<file path="src/design/u8d_pkg.sv">
// shared types and constants of the utf-8 stream decoder
`timescale 1ns / 1ps

package u8d_pkg;

  // width of the running byte offset; the reported offset is its low 32 bits
  localparam int unsigned OFFSET_WIDTH = 32;

  localparam int unsigned CP_WIDTH     = 21;
  localparam int unsigned REPORT_WIDTH = 32;

  typedef enum logic [0:0] {
    OP_DATA = 1'b0,
    OP_END  = 1'b1
  } op_t;

  typedef enum logic [1:0] {
    ST_CODE_POINT  = 2'd0,
    ST_END         = 2'd1,
    ST_ENC_INVALID = 2'd2,
    ST_OP_INVALID  = 2'd3
  } status_t;

  localparam logic [7:0] CONT_PAYLOAD_MASK = 8'h3f;

endpackage

</file>
<file path="src/design/u8d_in_if.sv">
// input channel: one byte or end marker per word
`timescale 1ns / 1ps

interface u8d_in_if;
  import u8d_pkg::*;

  logic       valid;
  logic       ready;
  op_t        op;
  logic [7:0] byte_value;

  modport source (output valid, output op, output byte_value, input ready);
  modport sink   (input valid, input op, input byte_value, output ready);
endinterface

</file>
<file path="src/design/u8d_out_if.sv">
// output channel: one decode result per word
`timescale 1ns / 1ps

interface u8d_out_if;
  import u8d_pkg::*;

  logic                             valid;
  logic                             ready;
  status_t                          status;
  logic [CP_WIDTH-1:0]              code_point;
  logic [REPORT_WIDTH-1:0]          byte_offset;

  modport source (output valid, output status, output code_point, output byte_offset,
                  input ready);
  modport sink   (input valid, input status, input code_point, input byte_offset,
                  output ready);
endinterface

</file>
<file path="src/design/utf8_stream_decoder.sv">
// utf-8 stream decoder: one byte per word in, one code point or status word out
//
// din carries one word per byte (op data) or an end marker (op end).
// dout carries a status, a code point and the byte offset past the last
// complete code point. a lead or middle byte of a multi-byte sequence
// produces no output word; its last byte produces the code point.
// a result word is registered and appears on dout in the cycle after its input
// word is accepted. throughput: one input word per cycle while dout is not stalled,
// set by the single decode step between the decoder state and the output register.
// the output register frees up in the same cycle dout is taken, so din stays
// ready while dout.ready is high; if dout stalls with a word waiting, din
// drops ready until that word is taken.
// after an encoding error or an end marker every further word reports
// operation invalid until reset.
// rst (synchronous) clears the decoder state and drops dout.valid; there is
// no warm-up after reset.
`timescale 1ns / 1ps

module utf8_stream_decoder (
  input  logic clk,
  input  logic rst,
  u8d_in_if.sink    din,
  u8d_out_if.source dout
);
  import u8d_pkg::*;

  typedef enum logic [1:0] {
    PH_START = 2'd0,
    PH_HAVE  = 2'd1,
    PH_ENDED = 2'd2,
    PH_ERROR = 2'd3
  } phase_t;

  logic [CP_WIDTH-1:0]     accumulator, accumulator_next;
  logic [1:0]              bytes_pending, bytes_pending_next;
  logic [OFFSET_WIDTH-1:0] byte_count, byte_count_next;
  phase_t                  phase, phase_next;
  logic [2:0]              seq_len, seq_len_next;

  logic                    out_valid;
  status_t                 out_status;
  logic [CP_WIDTH-1:0]     out_code_point;
  logic [REPORT_WIDTH-1:0] out_byte_offset;

  logic                    emit_next;
  status_t                 status_next;
  logic [CP_WIDTH-1:0]     code_point_next;
  logic [CP_WIDTH-1:0]     acc_shifted;
  logic                    accept;
  logic [7:0]              b;

  assign din.ready        = !out_valid || dout.ready;
  assign accept           = din.valid && din.ready;
  assign dout.valid       = out_valid;
  assign dout.status      = out_status;
  assign dout.code_point  = out_code_point;
  assign dout.byte_offset = out_byte_offset;

  assign b           = din.byte_value;
  assign acc_shifted = {accumulator[CP_WIDTH-7:0], b[5:0] & CONT_PAYLOAD_MASK[5:0]};

  always_comb begin
    accumulator_next   = accumulator;
    bytes_pending_next = bytes_pending;
    byte_count_next    = byte_count;
    phase_next         = phase;
    seq_len_next       = seq_len;
    emit_next          = 1'b0;
    status_next        = ST_ENC_INVALID;
    code_point_next    = '0;

    if (phase == PH_ENDED || phase == PH_ERROR) begin
      emit_next   = 1'b1;
      status_next = ST_OP_INVALID;
    end else if (din.op == OP_END) begin
      emit_next = 1'b1;
      if (bytes_pending != 2'd0) begin
        // end in the middle of a sequence
        phase_next         = PH_ERROR;
        bytes_pending_next = 2'd0;
        seq_len_next       = 3'd0;
        status_next        = ST_ENC_INVALID;
      end else begin
        phase_next  = PH_ENDED;
        status_next = ST_END;
      end
    end else if (bytes_pending == 2'd0) begin
      if (!b[7]) begin
        accumulator_next = CP_WIDTH'(b);
        byte_count_next  = byte_count + OFFSET_WIDTH'(1);
        phase_next       = PH_HAVE;
        emit_next        = 1'b1;
        status_next      = ST_CODE_POINT;
        code_point_next  = CP_WIDTH'(b);
      end else if (!b[6] || (b[5] && b[4] && b[3])) begin
        // stray continuation byte or lead byte f8-ff
        phase_next         = PH_ERROR;
        bytes_pending_next = 2'd0;
        seq_len_next       = 3'd0;
        emit_next          = 1'b1;
        status_next        = ST_ENC_INVALID;
      end else if (!b[5]) begin
        accumulator_next   = CP_WIDTH'(b[4:0]);
        bytes_pending_next = 2'd1;
        seq_len_next       = 3'd2;
      end else if (!b[4]) begin
        accumulator_next   = CP_WIDTH'(b[3:0]);
        bytes_pending_next = 2'd2;
        seq_len_next       = 3'd3;
      end else begin
        accumulator_next   = CP_WIDTH'(b[2:0]);
        bytes_pending_next = 2'd3;
        seq_len_next       = 3'd4;
      end
    end else if (b[7:6] != 2'b10) begin
      phase_next         = PH_ERROR;
      bytes_pending_next = 2'd0;
      seq_len_next       = 3'd0;
      emit_next          = 1'b1;
      status_next        = ST_ENC_INVALID;
    end else begin
      accumulator_next   = acc_shifted;
      bytes_pending_next = bytes_pending - 2'd1;
      if (bytes_pending == 2'd1) begin
        byte_count_next = byte_count + OFFSET_WIDTH'(seq_len);
        seq_len_next    = 3'd0;
        phase_next      = PH_HAVE;
        emit_next       = 1'b1;
        status_next     = ST_CODE_POINT;
        code_point_next = acc_shifted;
      end
    end
  end

  always_ff @(posedge clk) begin
    if (rst) begin
      accumulator   <= '0;
      bytes_pending <= 2'd0;
      byte_count    <= '0;
      phase         <= PH_START;
      seq_len       <= 3'd0;
      out_valid     <= 1'b0;
    end else if (accept) begin
      accumulator     <= accumulator_next;
      bytes_pending   <= bytes_pending_next;
      byte_count      <= byte_count_next;
      phase           <= phase_next;
      seq_len         <= seq_len_next;
      out_valid       <= emit_next;
      out_status      <= status_next;
      out_code_point  <= code_point_next;
      out_byte_offset <= REPORT_WIDTH'(byte_count_next);
    end else if (dout.ready) begin
      out_valid <= 1'b0;
    end
  end

`ifndef SYNTHESIS
  // code point field is zero on every non code point word
  a_cp_zero: assert property (@(posedge clk) disable iff (rst)
    (out_valid && out_status != ST_CODE_POINT) |-> out_code_point == '0)
    else $error("code point not zero on status word");

  // once ended or failed, every accepted word reports operation invalid
  a_sticky: assert property (@(posedge clk) disable iff (rst)
    (accept && (phase == PH_ENDED || phase == PH_ERROR))
      |=> (out_valid && out_status == ST_OP_INVALID))
    else $error("word after end or error not reported as invalid operation");

  // a pending sequence only exists while the stream is active
  a_pending_active: assert property (@(posedge clk) disable iff (rst)
    (bytes_pending != 2'd0) |-> (phase == PH_START || phase == PH_HAVE))
    else $error("bytes pending in a closed stream");

  // pending count and sequence length agree
  a_seq_len: assert property (@(posedge clk) disable iff (rst)
    (bytes_pending != 2'd0) |-> (seq_len > 3'(bytes_pending)))
    else $error("sequence length inconsistent with pending count");

  // the offset moves only with a code point word
  a_offset_moves: assert property (@(posedge clk) disable iff (rst)
    ($past(!rst) && byte_count != $past(byte_count))
      |-> (out_valid && out_status == ST_CODE_POINT))
    else $error("byte offset changed without a code point");
`endif

endmodule
</file>
<file path="src/flat_wrapper.sv">
// flat-port wrapper written by rule: the top's interface ports become plain ports
module utf8_stream_decoder_flat import u8d_pkg::*;
  (clk, rst, din_valid, din_op, din_byte_value, din_ready, dout_valid, dout_status, dout_code_point, dout_byte_offset, dout_ready);
  u8d_in_if din_i ();
  u8d_out_if dout_i ();
  input  logic clk;
  input  logic rst;
  input wire logic [$bits(din_i.valid)-1:0] din_valid;
  input wire logic [$bits(din_i.op)-1:0] din_op;
  input wire logic [$bits(din_i.byte_value)-1:0] din_byte_value;
  output wire logic [$bits(din_i.ready)-1:0] din_ready;
  output wire logic [$bits(dout_i.valid)-1:0] dout_valid;
  output wire logic [$bits(dout_i.status)-1:0] dout_status;
  output wire logic [$bits(dout_i.code_point)-1:0] dout_code_point;
  output wire logic [$bits(dout_i.byte_offset)-1:0] dout_byte_offset;
  input wire logic [$bits(dout_i.ready)-1:0] dout_ready;
  assign din_i.valid = din_valid;
  assign din_i.op = din_op;
  assign din_i.byte_value = din_byte_value;
  assign din_ready = din_i.ready;
  assign dout_valid = dout_i.valid;
  assign dout_status = dout_i.status;
  assign dout_code_point = dout_i.code_point;
  assign dout_byte_offset = dout_i.byte_offset;
  assign dout_i.ready = dout_ready;
  utf8_stream_decoder u_core (.clk(clk), .rst(rst), .din(din_i), .dout(dout_i));
endmodule
</file>
<file path="config.mk">
export PLATFORM = sky130hd
export DESIGN_NAME = utf8_stream_decoder_flat
export DESIGN_NICKNAME = d
export VERILOG_FILES = /design/src/design/u8d_pkg.sv /design/src/design/u8d_in_if.sv /design/src/design/u8d_out_if.sv /design/src/design/utf8_stream_decoder.sv /design/src/flat_wrapper.sv
export SDC_FILE = /design/constraint.sdc
export NUM_CORES = 1
export LEC_CHECK = 0
export BUFFER_PORTS_ARGS = -buffer_cell sky130_fd_sc_hd__buf_2
export CAP_MARGIN = 20
export CORE_AREA = 5 5 92 158
export CTS_CLUSTER_SIZE = 8
export DETAILED_ROUTE_END_ITERATION = 12
export DIE_AREA = 0 0 97 163
export GPL_TIMING_DRIVEN = 1
export PLACE_DENSITY = 0.55
export SYNTH_ARGS = -nofsm -noshare
export SYNTH_HDL_FRONTEND = slang
export SYNTH_SLANG_ARGS = --single-unit
</file>
<file path="constraint.sdc">
create_clock -name clk -period 8.76 [get_ports clk]
set_input_delay 0 -clock clk [delete_from_list [all_inputs] [get_ports clk]]
set_output_delay 0 -clock clk [all_outputs]
set_load 0.03 [all_outputs]
</file>
* Word-level counts from Yosys, hierarchy flattened
Cells that the tools add are included.
Word-level totals: flip-flop bits (word level) 110, bits of input ports 13, output and inout bits 57, logic and storage cells 97
Cells by class: add/subtract/negate cells 3, eq/ne operators 9, multiplexer cells 55, bitwise logic cells 3, reductions and logical operators 18
Operators by type and width (number):
- two-way mux 32 bit | 6
- two-way mux 21 bit | 3
- two-way mux 15 bit | 4
- two-way mux 2 bit | 19
- adder 32 x 1 -> 32 bit, second input constant | 1
- adder 32 x 3 -> 32 bit | 1
- two-way mux 3 bit | 9
- two-way mux 1 bit | 11
- AND reduction 5 bit | 2
- AND reduction 4 bit | 2
- two-way mux 7 bit | 1
- inequality test 3 bit, second input constant | 2
- two-way mux 5 bit | 1
- equality test 2 bit, second input constant | 2
- two-way mux 4 bit | 1
- inequality test 2 x 1 -> 1 bit, second input constant | 2
- inequality test 4 bit, second input constant | 1
- nonzero test 2 bit | 2
- nonzero test 4 bit | 1
- logical AND 1 bit | 3
- logical OR 1 bit | 3
- inverter 1 bit | 3
- equality test 2 x 1 -> 1 bit, second input constant | 1
- logical NOT 1 bit | 2
- other kinds (5) | 5

* Logic depth before layout (Yosys ltp)
Gate-level depths: netlist (run 1).
depth in word-level cells 9, depth in mapped cells 10, depth with buffers taken out 7

* Worst setup path before layout (run 1)
Ideal clock, no wire load.
path kind register to register, start register u_core.out_valid (netlist: u_core.dout.valid), end register u_core.out_byte_offset[0] (netlist: u_core.dout.byte_offset[0]) (enable), arrival time 3298 ps, data required time 8292 ps, setup slack 4994 ps, stages on the path, launching flop included 4, period minus slack after synthesis 3766 ps, cells stage by stage dfxtp_1 -> nand2b_1 -> nand2_1 -> nor2_1
Between the ends: longest elaborated chain between the ends 4
RTL lines:
- start, declared | RTL line utf8_stream_decoder.sv:40 | logic out_valid;
- start signal, assigned | RTL line utf8_stream_decoder.sv:149 | out_valid <= emit_next;
- logical NOT 1 bit | RTL line utf8_stream_decoder.sv:52 | assign din.ready = !out_valid || dout.ready;
- logical OR 1 bit | RTL line utf8_stream_decoder.sv:52
- via din_ready | RTL line flat_wrapper.sv:11 | output wire logic [$bits(din_i.ready)-1:0] din_ready;
- logical AND 1 bit | RTL line utf8_stream_decoder.sv:53 | assign accept = din.valid && din.ready;
- AND reduction 2 bit (no source line)
- end signal, assigned | RTL line utf8_stream_decoder.sv:152 | out_byte_offset <= REPORT_WIDTH'(byte_count_next);
- end, declared | RTL line utf8_stream_decoder.sv:43 | logic [REPORT_WIDTH-1:0] out_byte_offset;
The timed path passes the listed nets, and every way through them passes these cells. A chain may end at the register's enable or synchronous reset.

* Worst setup path in the final report (run 1)
start register u_core.bytes_pending[0], end register u_core.out_byte_offset[1] (netlist: u_core.dout.byte_offset[1]), data pin
Between the ends: longest elaborated chain between the ends 6, elaborated cells between the ends (all ways) 7, classes of those cells 1 x eq/ne; 5 x mux; 1 x reduce/logical
RTL lines:
- start, declared | RTL line utf8_stream_decoder.sv:35 | logic [1:0] bytes_pending, bytes_pending_next;
- start signal, assigned | RTL line utf8_stream_decoder.sv:145 | bytes_pending <= bytes_pending_next;
- equality test 2 x 1 -> 1 bit | RTL line utf8_stream_decoder.sv:124 | if (bytes_pending == 2'd1) begin
- two-way mux 32 bit | RTL line utf8_stream_decoder.sv:124
- two-way mux 32 bit | RTL line utf8_stream_decoder.sv:115 | end else if (b[7:6] != 2'b10) begin
- two-way mux 32 bit (*) | RTL line utf8_stream_decoder.sv:87 | end else if (bytes_pending == 2'd0) begin
- two-way mux 32 bit (*) | RTL line utf8_stream_decoder.sv:75 | end else if (din.op == OP_END) begin
- two-way mux 32 bit (*) | RTL line utf8_stream_decoder.sv:72 | if (phase == PH_ENDED || phase == PH_ERROR) begin
- via u_core.byte_count_next[1] | RTL line utf8_stream_decoder.sv:36 | logic [OFFSET_WIDTH-1:0] byte_count, byte_count_next;
The timed path passes the listed nets; every way through them passes the cells marked *.

==> impl_metrics.json, run 1 <==
{
  "p_total_mw": 1.06,
  "finalHoldViolCount": 0,
  "drive_gt1_frac": 0.198,
  "synth_seq_area_share": 0.534,
  "clock_skew_ns": 0.00682,
  "rows": 56,
  "period_minus_slack_ns": 3.05,
  "rsz0062_at_grt": "false",
  "syn_area_mm2": 0.00512,
  "vdd.ir_drop.worst_mv": 0.116,
  "power.density_mw_per_mm2": 178,
  "wl_per_cell_um": 16.7,
  "ys.flop_type": "edfxtp_1",
  "initial_core_util": 0.387,
  "cts_setup_buffers": 0,
  "drc": 0,
  "maxSlewHeadroom": 0.292,
  "vias_per_cell": 5.33,
  "die_h_um": 163,
  "core_area_mm2": 0.0132,
  "fmax_mhz": 328,
  "antenna_cells": 0,
  "leakage_nw": 2.21,
  "startpoint": "u_core.bytes_pending[0]",
  "htree_levels": 3,
  "synth-seq-cells": 109,
  "design.die.area_mm2": 0.0158,
  "ys_types": 61,
  "fillers": 1276,
  "netlist_top_cells_area": "edfxtp_1 32%, dfxtp_1 21%, xor2_1 4.3%",
  "grt-ovfl-total": 0,
  "clock_latency_ns": 0.35,
  "cp.depth": 7,
  "area_growth_pct": 16.0,
  "postSynthAreaPerCell_um2": 10.3,
  "ant_nets": 0,
  "crit_top_cell": "inv_1",
  "crit_chain": "inv_1 -> ha_1 -> or2_2 -> nor3_4 -> nor2_1 -> a221oi_1 -> inv_1",
  "fin_tns_setup_ns": 0,
  "crit_slowest_cell": "nor3_4",
  "cts_sinks": 109,
  "setup_viol": 0,
  "hold_buffers": 6,
  "path_buf_inv": 2,
  "r2r-end": "u_core.dout.byte_offset[1]",
  "grt_pass1_vias": 3907,
  "syn_nets": 516,
  "layout.nets": 576,
  "grt_start_max_net_pins": 61,
  "grt_usage": 0.159,
  "detail_route.first_pass.iterations": 4,
  "synth_edf_count": 55,
  "synth_top_area_frac": 0.323,
  "die_w_um": 97,
  "yosys.area.top_type": "edfxtp_1",
  "critPathKind": "reg2reg",
  "worstMarginPinSlew_ns": 1.05,
  "drv_cap": 0,
  "drtIter0Drc": 163,
  "status": "completed",
  "rr_startpoint": "u_core.bytes_pending[0]",
  "grt_first_pass_wirelength_um": 20000,
  "crit_family": "simple AND/OR/NAND/NOR gates",
  "drv_slew": 0,
  "r2r_cells": 7,
  "critPathMaxFanout": 21,
  "max_stage_delay_ns": 0.61,
  "clkTransAtPathRegs_ns": 0.07,
  "fin_crit_sh": 0.348,
  "grt_antenna_before_repair": 0,
  "start_kind": "flop",
  "pin_count": 70,
  "cts_buffers": 9,
  "syn_inst": 496,
  "port_buffers": 69,
  "setup.worst_path.end_class": "flop",
  "async_reset_ff_frac": 0,
  "rrSetupSlack_ns": 5.71,
  "worstSetupEndpoint": "u_core.dout.byte_offset[1]",
  "crit_required_ns": 8.85,
  "fin_hold_ws_ns": 0.0362,
  "max-clock-path-buffers": 2,
  "dp_hpwl_um": 8740,
  "tritoncts": "done",
  "wirelength_um": 12300,
  "cts_resized": 0,
  "yosys_warnings": 0,
  "gp_congestion": 0.876,
  "root_buffer": "clkbuf_16",
  "arrival_ns": 3.14,
  "hold_path_class": "in2reg",
  "vias": 3917
}
==> synthesized netlist by cell type (5+ instances only) <==
library cell	instances
ha_1	6
or4_1	12
nor4_1	6
nor2_1	32
nand4_1	5
nor2b_1	14
dfxtp_1	54
xor2_1	25
inv_1	7
a21oi_1	38
and3_1	7
o211ai_1	5
buf_2	6
edfxtp_1	55
clkbuf_1	16
nor3_1	14
xnor2_1	11
o31ai_1	8
nand3_1	23
nand2_1	48
and2_1	17
o21ai_0	13
==> cells in the final DEF (no fill, tap or decap), types with 4 or more instances in the layout <==
cell type,n
buf_2,69
edfxtp_1,55
dfxtp_1,54
nand2_1,48
a21oi_1,38
nor2_1,31
xor2_1,25
nand3_1,23
and2_1,17
nor3_1,14
nor2b_1,14
o21ai_0,13
or4_1,12
xnor2_1,11
clkbuf_16,9
o31ai_1,8
and3_1,7
inv_1,7
nor4_1,6
ha_1,6
dlygate4sd3_1,6
o211ai_1,5
nand4_1,5
o21a_1,4
nand2b_1,4
nor3b_1,4
buf_4,4
==> state kept, by name (all words and copies together), names as in the netlist <==
name and count:
u_core.dout.status 2, u_core.accumulator 15, u_core.bytes_pending 2, u_core.dout.byte_offset 32
u_core.phase 1, u_core.dout.valid 1, u_core.byte_count 32, u_core.seq_len 3
u_core.dout.code_point 21
==> worst min-delay path by stage <==
stage	from	to	slack [ns]	depth (start not counted)
floorplan	din_byte_value[1]	u_core.accumulator[1]	0.14	2
global placement	din_byte_value[0]	u_core.accumulator[0]	0.26	3
detailed placement	din_byte_value[0]	u_core.accumulator[0]	0.27	3
CTS	din_byte_value[5]	u_core.accumulator[5]	0.03	3
global route	din_byte_value[5]	u_core.accumulator[5]	0.04	3
finish	din_byte_value[5]	u_core.accumulator[5]	0.04	3
==> kinds of logic (layout without fill, tap and decap cells) <==
logic type                 after synthesis  after routing  synth area share
AOI/OAI and AO/OA                       92             92             0.113
adders and majority gates                7              7            0.0186
buffers and inverters                   37            102            0.0352
muxes                                    6              6            0.0125
and+or+nand+nor                        209            209             0.226
xor gates and xnor gates                36             36            0.0616
DFF                                    109            109             0.534
==> power breakdown <==
group          switching (mW)  total (mW)  internal (mW)  leakage (nW)
Clock                   0.194       0.420          0.226         0.153
Combinational          0.0603      0.0825         0.0222          1.11
Sequential            0.00596       0.554          0.548         0.946
==> final cells by class <==
cell class / count / area, um2 / share of cell area
Clock buffer: 9 / 225 / 0.0379
Timing Repair Buffer: 79 / 435 / 0.0733
Sequential cell: 109 / 2730 / 0.460
Clock inverter: 7 / 86.3 / 0.0145
Tap cell: 174 / 218 / 0.0367
Inverter: 7 / 26.3 / 0.00442
Multi-Input combinational cell: 350 / 2210 / 0.373
==> per-layer routing <==
metal	vias up	routed length (um)	global-route usage
met5	-	0	0
met4	0	534	0.0907
met3	32	487	0.0321
met2	104	6600	0.290
met1	1861	4680	0.169
li1	1920	-	-
==> worst min-delay path, stage by stage <==
cell and delay (ns):
buf_2 0.15, nand3_1 0.11, a21oi_1 0.08
==> stage by stage <==
stage               instances   util  setup WS [ns]  area, um2
floorplan                 496      -           4.99       5120
global placement          713  0.420           5.88       5570
detailed placement        713  0.420           5.77       5570
CTS                       735  0.448           5.73       5940
global route              735  0.448           5.50       5940
finish                    735  0.448           5.71       5940
(Power assumes the default switching activity.)
==> inputs of run 2 (changes only) <==
Clock period 8.76 ns to 3.11 ns, I/O delays scaled along.
==> impl_metrics.json, run 2 (synthesized netlist as in run 1, its figures left out) <==
{
  "status": "completed",
  "mostFrequentLayoutCells": "69 x buf_2, 55 x edfxtp_1, 54 x dfxtp_1",
  "grt_antenna_before_repair": 0,
  "drc": 0,
  "grt_start_max_net_pins": 30,
  "cts_resized": 0,
  "start_kind": "flop",
  "rr_startpoint": "u_core.bytes_pending[0]",
  "critPathMaxFanout": 15,
  "core_area_mm2": 0.0132,
  "drive_gt1_frac": 0.207,
  "max-clock-path-buffers": 2,
  "worstMarginPinSlew_ns": 0.915,
  "root_buffer": "clkbuf_16",
  "r2r-end": "u_core.byte_count[25]",
  "antenna_cells": 0,
  "wl_per_cell_um": 16.6,
  "crit_required_ns": 3.35,
  "design.die.area_mm2": 0.0158,
  "dpl_cell_area_mm2": 0.00561,
  "final_common_cell": "buf_2",
  "grt-ovfl-total": 0,
  "max_stage_delay_ns": 0.42,
  "finalHoldViolCount": 0,
  "fmax_mhz": 372,
  "critPathKind": "reg2reg",
  "period_minus_slack_ns": 2.69,
  "vias": 3943,
  "crit_chain": "inv_1 -> ha_1 -> or2_2 -> a211oi_1 -> o21ai_1 -> nor4_1 -> mux2_2",
  "drv_cap": 0,
  "instances_no_fill": 739,
  "clock_skew_ns": 0.00830,
  "worstSetupEndpoint": "u_core.byte_count[25]",
  "leakage_nw": 2.23,
  "fin_crit_sh": 0.865,
  "die_w_um": 97,
  "fin_tns_setup_ns": 0,
  "clkTransAtPathRegs_ns": 0.08,
  "rrSetupSlack_ns": 0.42,
  "cts_setup_buffers": 0,
  "area_growth_pct": 16.5,
  "setup_ws_ns": 0.420,
  "dp_hpwl_um": 9090,
  "clock_latency_ns": 0.35,
  "crit_slowest_cell": "or2_2",
  "drtIter0Drc": 164,
  "dp_cells": 719,
  "pin_count": 70,
  "vias_per_cell": 5.34,
  "drv_slew": 0,
  "maxSlewHeadroom": 0.386,
  "layout.nets": 580,
  "startpoint": "u_core.bytes_pending[0]",
  "grt_usage": 0.160,
  "gp_congestion": 0.824,
  "initial_core_util": 0.387,
  "detail_route.first_pass.iterations": 4,
  "port_buffers": 69,
  "vdd.ir_drop.worst_mv": 0.314,
  "hold_path_class": "in2reg",
  "ant_nets": 0,
  "die_h_um": 163,
  "cts_buffers": 9,
  "r2r_cells": 7,
  "setup_viol": 0,
  "rows": 56,
  "htree_levels": 3,
  "post-route-util": 0.451,
  "cts_sinks": 109,
  "dp_slack_ns": 0.446,
  "grt_pass1_vias": 3991,
  "tritoncts": "done",
  "wirelength_um": 12300,
  "power.density_mw_per_mm2": 500,
  "stdcell_area_mm2": 0.00597,
  "rsz0062_at_grt": "false",
  "setup.worst_path.end_class": "flop",
  "grt_first_pass_wirelength_um": 20300,
  "arrival_ns": 2.93
}
==> run 2: cell count changes in the layout (fill, tap and decap cells not counted) <==
cell	before	now
buf_4	4	10
clkinv_2	1	0
clkinv_4	3	2
dlygate4sd3_1	6	4
inv_6	1	3
==> run 2: layout make-up <==
class / instances / area, um2
Clock buffer: 9 / 225
Clock inverter: 7 / 90.1
Fill cell: 1270 / 7280
Inverter: 7 / 26.3
Multi-Input combinational cell: 350 / 2210
Sequential cell: 109 / 2730
Tap cell: 174 / 218
Timing Repair Buffer: 83 / 460
==> run 2: worst max-delay path: cells and delay by family, from the launching register on <==
kind / cells / cell delay (ns)
fa+ha+maj: 1 / 0.36
flops: 1 / 0.39
simple gates: 2 / 0.73
compound gates: 2 / 0.67
mux: 1 / 0.37
buf+inv: 1 / 0.06
==> run 2: routing by layer <==
metal / track usage / part of all wire / vias to the layer above
li1: - / - / 1927
met1: 0.158 / 0.37 / 1901
met2: 0.311 / 0.55 / 86
met3: 0.0360 / 0.034 / 29
met4: 0.0780 / 0.044 / 0
met5: 0 / 0 / -
==> run 2: power by group <==
part | switching [mW] | total [mW] | internal, mW
combinational | 0.167 | 0.230 | 0.0629
sequential | 0.0166 | 1.56 | 1.54
clock | 0.548 | 1.19 | 0.644
==> run 2: what timing repair did <==
item,4_1_cts,5_1_grt
hold buffers,4,0
endpoints found under the hold margin,7,0
endpoints found under the setup margin,0,0
==> run 2: how the worst min path moves through the flow <==
stage / start / end / slack (ns) / depth (start not counted)
global placement: din_byte_value[0] / u_core.accumulator[0] / 0.26 / 3
detailed placement: din_byte_value[2] / u_core.accumulator[2] / 0.26 / 3
global route: din_byte_value[3] / u_core.accumulator[3] / 0.02 / 3
CTS: din_byte_value[3] / u_core.accumulator[3] / 0.008 / 3
floorplan: din_byte_value[1] / u_core.accumulator[1] / 0.14 / 2
finish: din_byte_value[3] / u_core.accumulator[3] / 0.004 / 3
==> run 2: stage by stage <==
step,total power [mW],hold WS [ns]
2_1_floorplan,1.74,0.136
3_3_place_gp,1.82,0.261
3_5_place_dp,1.82,0.258
4_1_cts,3.02,0.00818
5_1_grt,3.11,0.0181
6_report,2.98,0.00409
